## src/ntc_pkg.sv

```systemverilog
// Shared constants, types and the thermistor curve for the NTC converter.
// No dependencies; used by the interfaces, the divider, the core and the checker.
package ntc_pkg;

    // Converter and scaling
    localparam int ADC_BITS    = 12;
    localparam int ADC_FULL    = 1 << ADC_BITS;
    localparam int R_SCALE     = 1000;
    localparam int R_SCALE_W   = 10;
    localparam int NUM_W       = ADC_BITS + R_SCALE_W;
    localparam int DEN_W       = ADC_BITS + 1;
    localparam int CNT_W       = $clog2(NUM_W + 1);

    // Curve table, 0 to 100 degrees in 5 degree steps
    localparam int NTC_ENTRIES = 21;
    localparam int IDX_W       = $clog2(NTC_ENTRIES);
    localparam int CURVE_W     = 12;
    localparam int STEP_TENTHS = 50;
    localparam int INTERP_W    = 15;

    // Result
    localparam int TEMP_W      = 10;
    localparam int TEMP_MAX    = 1000;
    localparam int STATUS_W    = 2;

    localparam logic [STATUS_W-1:0] RS_IN    = 2'd0;
    localparam logic [STATUS_W-1:0] RS_BELOW = 2'd1;
    localparam logic [STATUS_W-1:0] RS_ABOVE = 2'd2;

    typedef enum logic [1:0] {
        ST_IDLE,
        ST_RES,
        ST_SEARCH,
        ST_INTERP
    } t_state;

    // Divider control and status
    typedef struct packed {
        logic             start;
        logic [CNT_W-1:0] iters;
        logic [NUM_W-1:0] num;
        logic [DEN_W-1:0] den;
    } t_div_ctrl;

    typedef struct packed {
        logic             busy;
        logic [NUM_W-1:0] quo;
    } t_div_stat;

    // B3380 10k curve, 10 ohm units, descending
    function automatic logic [CURVE_W-1:0] ntc_curve(input logic [IDX_W-1:0] idx);
        logic [CURVE_W-1:0] v;
        case (idx)
            5'd0:    v = 12'd2749;
            5'd1:    v = 12'd2218;
            5'd2:    v = 12'd1802;
            5'd3:    v = 12'd1472;
            5'd4:    v = 12'd1210;
            5'd5:    v = 12'd1000;
            5'd6:    v = 12'd831;
            5'd7:    v = 12'd694;
            5'd8:    v = 12'd583;
            5'd9:    v = 12'd491;
            5'd10:   v = 12'd416;
            5'd11:   v = 12'd354;
            5'd12:   v = 12'd302;
            5'd13:   v = 12'd259;
            5'd14:   v = 12'd223;
            5'd15:   v = 12'd193;
            5'd16:   v = 12'd167;
            5'd17:   v = 12'd146;
            5'd18:   v = 12'd127;
            5'd19:   v = 12'd111;
            5'd20:   v = 12'd98;
            default: v = 12'd98;
        endcase
        return v;
    endfunction

endpackage

```

## src/ntc_if.sv

```systemverilog
// Valid/ready stream interfaces for the NTC converter input and result.
// Depends on ntc_pkg for field widths.
interface ntc_in_if;
    import ntc_pkg::*;

    logic                valid;
    logic                ready;
    logic [ADC_BITS-1:0] adc_code;

    modport source (output valid, output adc_code, input ready);
    modport sink   (input valid, input adc_code, output ready);
endinterface

interface ntc_out_if;
    import ntc_pkg::*;

    logic                valid;
    logic                ready;
    logic [TEMP_W-1:0]   temp_tenths;
    logic [STATUS_W-1:0] range_status;

    modport source (output valid, output temp_tenths, output range_status, input ready);
    modport sink   (input valid, input temp_tenths, input range_status, output ready);
endinterface

```

## src/ntc_div.sv

```systemverilog
// Shared restoring divider, one quotient bit per cycle.
// Depends on ntc_pkg for widths and the control/status structs.
module ntc_div (
    input  logic               i_clk,
    input  logic               i_rst_n,
    input  ntc_pkg::t_div_ctrl i_ctrl,
    output ntc_pkg::t_div_stat o_stat
);
    import ntc_pkg::*;

    logic [CNT_W-1:0] r_cnt, n_cnt;
    logic [DEN_W-1:0] r_rem, n_rem;
    logic [NUM_W-1:0] r_num, n_num;
    logic [NUM_W-1:0] r_quo, n_quo;
    logic [DEN_W-1:0] r_den, n_den;

    logic [DEN_W:0]   w_rem_sh;
    logic [DEN_W:0]   w_diff;
    logic             w_ge;

    // One restoring step: shift in the next numerator bit, try a subtract
    always_comb begin
        w_rem_sh = {r_rem, r_num[NUM_W-1]};
        w_diff   = w_rem_sh - {1'b0, r_den};
        w_ge     = (w_rem_sh >= {1'b0, r_den});
    end

    always_comb begin
        n_cnt = r_cnt;
        n_rem = r_rem;
        n_num = r_num;
        n_quo = r_quo;
        n_den = r_den;
        if (i_ctrl.start) begin
            n_cnt = i_ctrl.iters;
            n_rem = '0;
            n_num = i_ctrl.num;
            n_quo = '0;
            n_den = i_ctrl.den;
        end else if (r_cnt != '0) begin
            n_cnt = r_cnt - 1'b1;
            n_rem = w_ge ? w_diff[DEN_W-1:0] : w_rem_sh[DEN_W-1:0];
            n_num = {r_num[NUM_W-2:0], 1'b0};
            n_quo = {r_quo[NUM_W-2:0], w_ge};
        end
    end

    // Iteration counter
    always_ff @(posedge i_clk) begin
        if (!i_rst_n) begin
            r_cnt <= '0;
        end else begin
            r_cnt <= n_cnt;
        end
    end

    // Datapath
    always_ff @(posedge i_clk) begin
        r_rem <= n_rem;
        r_num <= n_num;
        r_quo <= n_quo;
        r_den <= n_den;
    end

    assign o_stat.busy = (r_cnt != '0);
    assign o_stat.quo  = r_quo;

endmodule

```

## src/ntc_adc_to_temperature_core.sv

```systemverilog
// NTC converter top level: sequencer, table search and result register.
// Each request makes one pass through the shared bit-serial divider (22 steps); an in-range
// request then takes up to 5 search steps and a second pass (15 steps). A new request is
// taken only in idle, once the previous result has been written to the output register.
// Reset: synchronous active low, clears the sequencer and the result valid flag.
module ntc_adc_to_temperature_core (
    input  logic      i_clk,
    input  logic      i_rst_n,
    ntc_in_if.sink    i_in,
    ntc_out_if.source o_out
);
    import ntc_pkg::*;

    t_state             r_state, n_state;
    logic [CURVE_W-1:0] r_res, n_res;
    logic [IDX_W-1:0]   r_lo, n_lo;
    logic [IDX_W-1:0]   r_hi, n_hi;
    logic               r_out_valid, n_out_valid;
    logic [TEMP_W-1:0]  r_temp, n_temp;
    logic [STATUS_W-1:0] r_status, n_status;

    t_div_ctrl          w_div_ctrl;
    t_div_stat          w_div_stat;

    logic               w_accept;
    logic               w_out_free;
    logic               w_out_wr;
    logic [NUM_W-1:0]   w_scaled;
    logic [DEN_W-1:0]   w_den_res;
    logic               w_res_high;
    logic               w_res_low;
    logic [IDX_W:0]     w_sum;
    logic [IDX_W-1:0]   w_mid;
    logic [IDX_W-1:0]   w_span;
    logic [CURVE_W-1:0] w_c_mid;
    logic [CURVE_W-1:0] w_c_lo;
    logic [CURVE_W-1:0] w_c_lo1;
    logic [CURVE_W-1:0] w_diff;
    logic [INTERP_W-1:0] w_interp_num;
    logic [TEMP_W-1:0]  w_temp_interp;

    ntc_div u_div (
        .i_clk   (i_clk),
        .i_rst_n (i_rst_n),
        .i_ctrl  (w_div_ctrl),
        .o_stat  (w_div_stat)
    );

    // Handshake helpers
    assign w_accept   = i_in.valid && i_in.ready;
    assign w_out_free = !r_out_valid || o_out.ready;

    // Resistance division operands
    assign w_scaled  = NUM_W'(i_in.adc_code) * NUM_W'(R_SCALE);
    assign w_den_res = DEN_W'(ADC_FULL) - DEN_W'(i_in.adc_code);

    // Range checks on the resistance quotient
    assign w_res_high = w_div_stat.quo > NUM_W'(ntc_curve(IDX_W'(0)));
    assign w_res_low  = w_div_stat.quo < NUM_W'(ntc_curve(IDX_W'(NTC_ENTRIES - 1)));

    // Search step and interpolation operands
    assign w_sum         = {1'b0, r_hi} + {1'b0, r_lo};
    assign w_mid         = w_sum[IDX_W:1];
    assign w_span        = r_hi - r_lo;
    assign w_c_mid       = ntc_curve(w_mid);
    assign w_c_lo        = ntc_curve(r_lo);
    assign w_c_lo1       = ntc_curve(IDX_W'(r_lo + 1'b1));
    assign w_diff        = w_c_lo - r_res;
    assign w_interp_num  = INTERP_W'(INTERP_W'(w_diff) * INTERP_W'(STEP_TENTHS));
    assign w_temp_interp = TEMP_W'(r_lo) * TEMP_W'(STEP_TENTHS) + TEMP_W'(w_div_stat.quo);

    // Sequencer
    always_comb begin
        n_state    = r_state;
        n_res      = r_res;
        n_lo       = r_lo;
        n_hi       = r_hi;
        n_temp     = r_temp;
        n_status   = r_status;
        w_out_wr   = 1'b0;
        w_div_ctrl.start = 1'b0;
        w_div_ctrl.iters = CNT_W'(NUM_W);
        w_div_ctrl.num   = w_scaled;
        w_div_ctrl.den   = w_den_res;

        case (r_state)
            ST_IDLE: begin
                if (w_accept) begin
                    w_div_ctrl.start = 1'b1;
                    n_state          = ST_RES;
                end
            end
            ST_RES: begin
                if (!w_div_stat.busy) begin
                    if (w_res_high) begin
                        if (w_out_free) begin
                            w_out_wr = 1'b1;
                            n_temp   = '0;
                            n_status = RS_BELOW;
                            n_state  = ST_IDLE;
                        end
                    end else if (w_res_low) begin
                        if (w_out_free) begin
                            w_out_wr = 1'b1;
                            n_temp   = TEMP_W'(TEMP_MAX);
                            n_status = RS_ABOVE;
                            n_state  = ST_IDLE;
                        end
                    end else begin
                        n_res   = CURVE_W'(w_div_stat.quo);
                        n_lo    = '0;
                        n_hi    = IDX_W'(NTC_ENTRIES - 1);
                        n_state = ST_SEARCH;
                    end
                end
            end
            ST_SEARCH: begin
                if (w_span > IDX_W'(1)) begin
                    if (w_c_mid < r_res) begin
                        n_hi = w_mid;
                    end else begin
                        n_lo = w_mid;
                    end
                end else begin
                    // segment found: divide for the fractional step
                    w_div_ctrl.start = 1'b1;
                    w_div_ctrl.iters = CNT_W'(INTERP_W);
                    w_div_ctrl.num   = {w_interp_num, {(NUM_W - INTERP_W){1'b0}}};
                    w_div_ctrl.den   = DEN_W'(w_c_lo - w_c_lo1);
                    n_state          = ST_INTERP;
                end
            end
            ST_INTERP: begin
                if (!w_div_stat.busy && w_out_free) begin
                    w_out_wr = 1'b1;
                    n_temp   = w_temp_interp;
                    n_status = RS_IN;
                    n_state  = ST_IDLE;
                end
            end
            default: begin
                n_state = ST_IDLE;
            end
        endcase
    end

    // Result valid flag
    always_comb begin
        if (w_out_wr) begin
            n_out_valid = 1'b1;
        end else if (o_out.ready) begin
            n_out_valid = 1'b0;
        end else begin
            n_out_valid = r_out_valid;
        end
    end

    // Control registers
    always_ff @(posedge i_clk) begin
        if (!i_rst_n) begin
            r_state     <= ST_IDLE;
            r_out_valid <= 1'b0;
        end else begin
            r_state     <= n_state;
            r_out_valid <= n_out_valid;
        end
    end

    // Working and result payload
    always_ff @(posedge i_clk) begin
        r_res    <= n_res;
        r_lo     <= n_lo;
        r_hi     <= n_hi;
        r_temp   <= n_temp;
        r_status <= n_status;
    end

    assign i_in.ready         = (r_state == ST_IDLE);
    assign o_out.valid        = r_out_valid;
    assign o_out.temp_tenths  = r_temp;
    assign o_out.range_status = r_status;

endmodule

```

## src/flat_wrapper.sv

```systemverilog
// flat-port wrapper written by rule: the top's interface ports become plain ports
module ntc_adc_to_temperature_core_flat import ntc_pkg::*;
  (i_clk, i_rst_n, i_in_valid, i_in_adc_code, i_in_ready, o_out_valid, o_out_temp_tenths, o_out_range_status, o_out_ready);
  ntc_in_if i_in_i ();
  ntc_out_if o_out_i ();
  input  logic i_clk;
  input  logic i_rst_n;
  input wire logic [$bits(i_in_i.valid)-1:0] i_in_valid;
  input wire logic [$bits(i_in_i.adc_code)-1:0] i_in_adc_code;
  output wire logic [$bits(i_in_i.ready)-1:0] i_in_ready;
  output wire logic [$bits(o_out_i.valid)-1:0] o_out_valid;
  output wire logic [$bits(o_out_i.temp_tenths)-1:0] o_out_temp_tenths;
  output wire logic [$bits(o_out_i.range_status)-1:0] o_out_range_status;
  input wire logic [$bits(o_out_i.ready)-1:0] o_out_ready;
  assign i_in_i.valid = i_in_valid;
  assign i_in_i.adc_code = i_in_adc_code;
  assign i_in_ready = i_in_i.ready;
  assign o_out_valid = o_out_i.valid;
  assign o_out_temp_tenths = o_out_i.temp_tenths;
  assign o_out_range_status = o_out_i.range_status;
  assign o_out_i.ready = o_out_ready;
  ntc_adc_to_temperature_core u_core (.i_clk(i_clk), .i_rst_n(i_rst_n), .i_in(i_in_i), .o_out(o_out_i));
endmodule
```

## config.mk

```make
export PLATFORM = sky130hd
export DESIGN_NAME = ntc_adc_to_temperature_core_flat
export DESIGN_NICKNAME = d
export VERILOG_FILES = /design/src/ntc_pkg.sv /design/src/ntc_if.sv /design/src/ntc_div.sv /design/src/ntc_adc_to_temperature_core.sv /design/src/flat_wrapper.sv
export SDC_FILE = /design/constraint.sdc
export NUM_CORES = 1
export LEC_CHECK = 0
export BUFFER_PORTS_ARGS = -buffer_cell sky130_fd_sc_hd__buf_2
export CORE_ASPECT_RATIO = 1.4
export CORE_MARGIN = 10
export CORE_UTILIZATION = 50
export DETAILED_ROUTE_END_ITERATION = 8
export GPL_TIMING_DRIVEN = 0
export PLACE_DENSITY_LB_ADDON = 0.1
export SYNTH_ARGS = -nofsm -noshare
export SYNTH_HDL_FRONTEND = slang
export SYNTH_SLANG_ARGS = --single-unit
```

## constraint.sdc

```tcl
create_clock -name i_clk -period 5.05 [get_ports i_clk]
set_clock_uncertainty 0.1 [all_clocks]
set_input_delay 0.2525 -clock i_clk [delete_from_list [all_inputs] [get_ports i_clk]]
set_output_delay 0.2525 -clock i_clk [all_outputs]
set_load 0.01 [all_outputs]
```

# --- Yosys cells after proc, flatten, opt, wreduce, memory -nomap -nowiden ---
# Memory sizes are Yosys's and may differ from the RTL's. A register that Yosys moved wholly into a read port is not among the register bits.
# Cells that the tools add are included.
totals:
  regBits: 112
  inputBits: 16
  mem_bits_ro: 1152
  out_inout_bits: 14
  n_memories: 3
op_classes:
  reduce_logical: 16
  add_sub_neg: 9
  n_mux: 51
  bitwise_logic: 3
  eq_ne: 14
  n_mul: 3
  n_lt_le_gt_ge: 5
mem_list:
  columns: ["name", "words", "word_bits", "read_ports", "rd_ports_with_merged_regs", "write_ports", "line_no", "text"]
  rows:
  - ["(name not given)", 32, 12, 1, 0, 0, "ntc_pkg.sv:53", "case (idx)"]
  - ["(name not given)", 32, 12, 1, 1, 0, "ntc_pkg.sv:53", null]
  - ["(name not given)", 32, 12, 1, 0, 0, "ntc_pkg.sv:53", null]
op_table:
  columns: ["operator", "count"]
  rows:
  - ["2-to-1 mux 5 bit", 13]
  - ["2-to-1 mux 10 bit", 6]
  - ["2-to-1 mux 22 bit", 2]
  - ["2-to-1 mux 41 bit", 1]
  - ["2-to-1 mux 40 bit", 1]
  - ["2-to-1 mux 2 bit", 12]
  - ["> comparator 22 x 12 -> 1 bit, second input constant", 1]
  - ["less-than comparator 22 x 7 -> 1 bit, second input constant", 1]
  - ["one-hot mux 10 bit (2 select lines)", 1]
  - ["one-hot mux 5 bit (2 select lines)", 2]
  - ["multiplier 12 x 7 -> 19 bit, second input constant", 1]
  - ["greater-or-equal comparator 14 x 13 -> 1 bit", 1]
  - ["multiplier 12 x 5 -> 14 bit, second input constant", 1]
  - ["2-to-1 mux 13 bit", 1]
  - ["subtractor 12 x 12 -> 13 bit", 1]
  - ["subtractor 13 x 12 -> 13 bit, first input constant", 1]
  - ["subtractor 13 bit", 1]
  - ["less-than comparator 12 bit", 1]
  - ["!= test 2 bit, second input constant", 6]
  - ["AND reduction 6 bit", 2]
  - ["subtractor 12 bit", 1]
  - ["adder 10 bit", 1]
  - ["multiplier 5 x 5 -> 9 bit, second input constant", 1]
  - ["2-to-1 mux 1 bit", 8]
  - ["21 further kinds", 34]

# --- Depth between registers and ports, before layout ---
depth:
  depth_word: 8
  depth_mapped: 28

# --- Modules after synthesis ---
# A second synthesis with hierarchy kept.
unflattened:
  cells_unflattened: 1373
  hier_area_um2: 12470.7
modules_own_cells:
  columns: ["module", "instances", "cells_each", "seq_area_each_um2", "area_each_um2"]
  rows:
  - ["ntc_adc_to_temperature_core", 1, 999, 1321.3, 8703.3]
  - ["ntc_div", 1, 374, 1851.8, 3767.4]

# --- Worst setup path after synthesis ---
# OpenSTA, ideal clock, no wires.
synth_timing:
  path_type: "register to register"
  startpoint: "register u_core.r_lo[3]"
  endpoint: "register u_core.w_c_lo[3] (netlist name)"
  t_arrival_ps: 5259
  path_stages_with_launch: 25
  path_slack_ps: -441
  period_less_slack_ps: 5491
  setup_time_ps: 133
  cell_sequence: "edfxtp_1 -> clkbuf_1 -> inv_1 -> ha_1 -> buf_4 -> nor2b_1 -> a21oi_4 -> xnor2_1 -> clkbuf_1 -> mux4_2 -> nand2_1 -> ha_1 -> nor2b_1 -> o21a_1 -> o21ai_0 -> and3b_1 -> nand3_1 -> o21ai_4 -> inv_2 -> o21ai_1 -> inv_1 -> ha_1 -> or2_2 -> mux2i_1 -> o221ai_1"
synth_between:
  elab_chain_cells: 6
synth_lines:
  columns: ["element", "line_no", "text"]
  rows:
  - ["start, declared", "ntc_adc_to_temperature_core.sv:16", "logic [IDX_W-1:0] r_lo, n_lo;"]
  - ["start signal, assigned", "ntc_adc_to_temperature_core.sv:172", "r_lo <= n_lo;"]
  - ["adder 5 x 5 -> 6 bit", "ntc_adc_to_temperature_core.sv:62", "assign w_sum = {1'b0, r_hi} + {1'b0, r_lo};"]
  - ["memory read (32 x 12 bit)", null, null]
  - ["less-than comparator 12 bit", "ntc_adc_to_temperature_core.sv:119", "if (w_c_mid < r_res) begin"]
  - ["!= test 2 bit (no source line)", null, null]
  - ["AND reduction 6 bit (no source line)", null, null]
  - ["2-to-1 mux 5 bit (no source line) *", null, null]
# Mark *: on every way between the ends. The rest lies on a longest branch, timed or not. The select of a mux whose other input is x is not followed.
# A chain may end at the register's enable or synchronous reset.

# --- Final worst setup path ---
layout_timing:
  startpoint: "register u_core.r_res[0]"
  endpoint: "register u_core.u_div.r_num[21], data pin"
layout_between:
  elab_chain_cells: 5
layout_lines:
  columns: ["element", "line_no", "text"]
  rows:
  - ["start, declared", "ntc_adc_to_temperature_core.sv:15", "logic [CURVE_W-1:0] r_res, n_res;"]
  - ["start signal, assigned", "ntc_adc_to_temperature_core.sv:171", "r_res <= n_res;"]
  - ["subtractor 12 bit", "ntc_adc_to_temperature_core.sv:68", "assign w_diff = w_c_lo - r_res;"]
  - ["multiplier 12 x 5 -> 14 bit", "ntc_adc_to_temperature_core.sv:69", "assign w_interp_num = INTERP_W'(INTERP_W'(w_diff) * INTERP_W'(STEP_TENTHS));"]
  - ["2-to-1 mux 41 bit", "ntc_adc_to_temperature_core.sv:118", "if (w_span > IDX_W'(1)) begin"]
  - ["2-to-1 mux 40 bit", "ntc_adc_to_temperature_core.sv:86", "case (r_state)"]
  - ["2-to-1 mux 22 bit", "ntc_div.sv:34", "if (i_ctrl.start) begin"]
  - ["net u_core.u_div.n_num[21]", "ntc_div.sv:13", "logic [NUM_W-1:0] r_num, n_num;"]
  - ["end signal, assigned", "ntc_div.sv:60", "r_num <= n_num;"]
  - ["end, declared", "ntc_div.sv:13", null]
# The timed path passes the listed nets, and every way through them passes these cells.

==> summary.md <==
| Metric | Value |
|---|---|
| FF-to-FF End | `u_core.u_div.r_num[21]` |
| Mapped Nets | `roughly 1600` |
| Post-synth ARST share | `0%` |
| Post-Route WL | `32900 um` |
| Crit path max fanout | `3` |
| Final Max Slew Viols | `0` |
| Worst hold-check path type | `in -> reg` |
| Vias per Instance | `5.65` |
| Drt initial violations | `slightly above 600` |
| CTS root buf | `clkbuf_16` |
| Post-Syn Instances | `1382` |
| Max-Cap Viols | `0` |
| Final Hold Fails | `0` |
| Tot GR Track Use | `20.6%` |
| # rows | `67` |
| Number of I/O port buffers | `29` |
| Mean Syn Cell Area | `8.85 sq um` |
| Sequential area share after synthesis | `about a quarter` |
| Final instance area | `14200 sq um` |
| Number of library cell types mapped by synthesis | `78` |
| CP bufs+invs | `3` |
| Die height | `205 um` |
| Worst Setup SP | `u_core.r_res[0]` |
| Longest Clk Path Bufs | `2` |
| DR WL/cell | `18.4 um` |
| Setup ws final | `0.0361 ns` |
| Largest net degree at the start of global routing | `23` |
| Placed Area | `12800 sq um` |
| CP Capture Point | `u_core.u_div.r_num[21]` |
| Critical path class | `reg -> reg` |
| Critical path data required time | `between 5 and 6 ns` |
| Clock Latency Late Sink | `0.43 ns` |
| Antenna-violating nets left | `0` |
| Worst reg2reg path depth | `22` |
| RSZ-0062 raised after global routing | `true` |
| Vias | `roughly 10000` |
| Starting Density | `50.8%` |
| Ant. Diodes | `0` |
| Slowest CP cell | `fa_1` |
| Worst Path Arrival | `5.08 ns` |
| Slew margin rel. | `roughly 10%` |
| Nets | `1721` |
| Min Tclk post-route | `5.01 ns` |
| Initial antenna violation count | `0` |
| Fin util | `59.0%` |
| Area grow syn2layout | `16.1%` |
| Worst flop-to-flop path startpoint | `u_core.r_res[0]` |
| Setup_tns | `0 ns` |
| Ports | `30` |
| Crit path cell chain | `ha_2 -> inv_2 -> fa_2 -> a21o_1 -> a21oi_2 -> nor2b_1 -> o21ai_2 -> nor2b_4 -> xnor2_2 -> ha_1 -> ha_1 -> inv_2 -> fa_1 -> inv_2 -> ha_4 -> nor3_4 -> o41ai_2 -> a21oi_1 -> xnor2_1 -> xnor3_1 -> nor2_1 -> a221o_1` |
| Worst Max-Slew Pin Slew | `1.35 ns` |
| Critical Path Source Type | `flop` |
| Ratio of cells with drive above 1 in the final layout | `15.3%` |
| Pre-CTS setup slack | `-1.22 ns` |
| CTS H-tree depth | `4` |
| Cell depth of the worst setup path | `22` |
| CP most frequent cell | `inv_2` |
| EDFF count, synth | `66` |
| Clk slew on worst S/H paths | `0.07 ns` |
| DRT Pass-1 Iters | `5` |
| Clk sinks | `121` |
| Hold path depth | `2` |
| Synth Register Bits | `121` |
| DP Wirelength | `25200 um` |
| Yosys warns | `0` |
| Reg2Reg Setup Slack | `0.04 ns` |
| P per Cell Area | `345 nW/um^2` |
| GP Congestion | `0.965` |
| Setup Viol. Count Final | `0` |
| CTS tree | `done` |
| F_max | `199 MHz` |
| Die Footprint | `31200 sq um` |
| Maximum VDD drop | `0.280 mV` |
| Hold-fix buffers at CTS | `0` |
| Number of global-route vias before repair | `10000` |
| Critical path's largest stage delay | `0.55 ns` |
| Core ar. | `24100 sq um` |
| Final period utilization | `99.3%` |
| Post-Syn Area | `about 12000 sq um` |
| CP endpoint kind | `flop` |
| Main synth FF type | `edfxtp_1` |
| Crit path max-delay family | `adder cells` |
| Num CTS Buffers | `17` |
| Dpl cells | `1721` |
| Status | `complete, no violations` |
| First-pass GRT wire length | `52200 um` |
| Post-Layout Cell Count | `approximately 1800` |
| P_leak | `0.00634 uW` |
| Gr ovfl total | `0` |
| Die width | `between 150 and 200 um` |
| Residual DRC | `0` |
## flip-flops by register name, summed over array words and instances (netlist names), named ones only
| register | cells |
|---|---|
| u_core.u_div.r_quo | 22 |
| u_core.u_div.r_num | 19 |
| u_core.u_div.r_den | 13 |
| u_core.u_div.r_rem | 13 |
| u_core.r_res | 12 |
| u_core.w_c_lo | 12 |
| u_core.o_out.temp_tenths | 10 |
| u_core.r_hi | 5 |
| u_core.r_lo | 5 |
| u_core.u_div.r_cnt | 5 |
| u_core.o_out.range_status | 2 |
| u_core.o_out.valid | 1 |
| u_core.r_state | 1 |
## cell usage after synthesis (9+ instances only)
cell type  count  area [sq um]
nor2b_1       22           138
o21a_1        10          75.1
xor2_1        23           201
and3_1         9          56.3
o21bai_1      10          75.1
a21oi_1      101           505
o21ai_0       71           355
nor3_1        30           150
nand3_1       28           140
fa_1          52          1040
o211ai_1       9          67.6
o22ai_1        9          56.3
inv_1        173           649
a21boi_0      12          90.1
clkbuf_1      40           150
mux2i_1       25           250
ha_1         185          2310
dfxtp_1       55          1100
edfxtp_1      66          1980
a21o_1        20           150
nand2b_1      13          81.3
a31oi_1       16           100
nand2_1      140           526
xnor2_1       57           499
nor2_1        82           308
## kinds of logic after synthesis
family	count (synthesis)	share of synthesized area, %
adders and majority gates	237	27.4
muxes	29	2.60
xor gates and xnor gates	83	6.18
DFF	121	25.2
AOI/OAI and AO/OA	331	18.2
and+or+nand+nor	357	13.3
buffers and inverters	224	7.03
## timing repair
item | in CTS | in global routing
setup endpoints to repair | 26 | 16
pin swaps | 29 | 28
gates cloned | 0 | 1
resized for setup | 61 | 70
buffers inserted | 30 | 9
## worst min path at each step
stage	to	startpoint	slack, ns
final	u_core.u_div.r_cnt[2]	i_rst_n	0.04
after floorplan	flop	i_rst_n	0.27
after global routing	u_core.u_div.r_cnt[2]	i_rst_n	0.04
after global placement	u_core.u_div.r_quo[21]	u_core.u_div.r_quo[21]	0.35
after detailed placement	u_core.u_div.r_quo[21]	u_core.u_div.r_quo[21]	0.36
after CTS	u_core.u_div.r_cnt[2]	i_rst_n	0.02
## report_power, final
part | switching (uW) | internal (uW)
logic | 1300 | 998
registers | 96.6 | 1250
clock network | 518 | 736
total | 1910 | 2990
## placed cells by master (no fill, tap or decap), drive strengths merged, types with 10 or more instances in the layout
| cell | instances |
|---|---|
| nor2 | 82 |
| o21a | 10 |
| a31oi | 17 |
| o21ai | 74 |
| dfxtp | 55 |
| a21oi | 103 |
| nand3 | 28 |
| nor3 | 31 |
| xnor2 | 58 |
| a21o | 21 |
| a21boi | 12 |
| nand2 | 140 |
| buf | 83 |
| o22ai | 11 |
| edfxtp | 66 |
| mux2i | 25 |
| xor2 | 24 |
| inv | 181 |
| o21bai | 10 |
| ha | 185 |
| nand2b | 13 |
| nor2b | 22 |
| clkbuf | 49 |
| fa | 52 |
## layout make-up
type	instances	area [sq um]
timing repair buffer	69	465
inverter	176	684
buffer	46	254
fill	2195	9870
clock buffer	17	425
tap	310	388
clock inverter	15	166
sequential	121	3080
multi-input combinational	1037	8720
## metal layers
| layer | up-vias | share of wire [%] | wire length, um | track usage [%] |
|---|---|---|---|---|
| met3 | 54 | 2.6 | 840 | 2.16 |
| met4 | 0 | 3.8 | 1240 | 9.17 |
| li1 | 4964 | - | - | - |
| met5 | - | 0 | 0 | 0 |
| met1 | 4862 | 40 | 13200 | 22.5 |
| met2 | 232 | 54 | 17600 | 39.3 |
## stage by stage
step	hold slack [ns]	total power (uW)
final	0.0367	4900
after global routing	0.0425	5290
after CTS	0.0230	4880
after detailed placement	0.356	3570
after global placement	0.346	3540
after floorplan	0.270	3090
(Power assumes the default switching activity.)
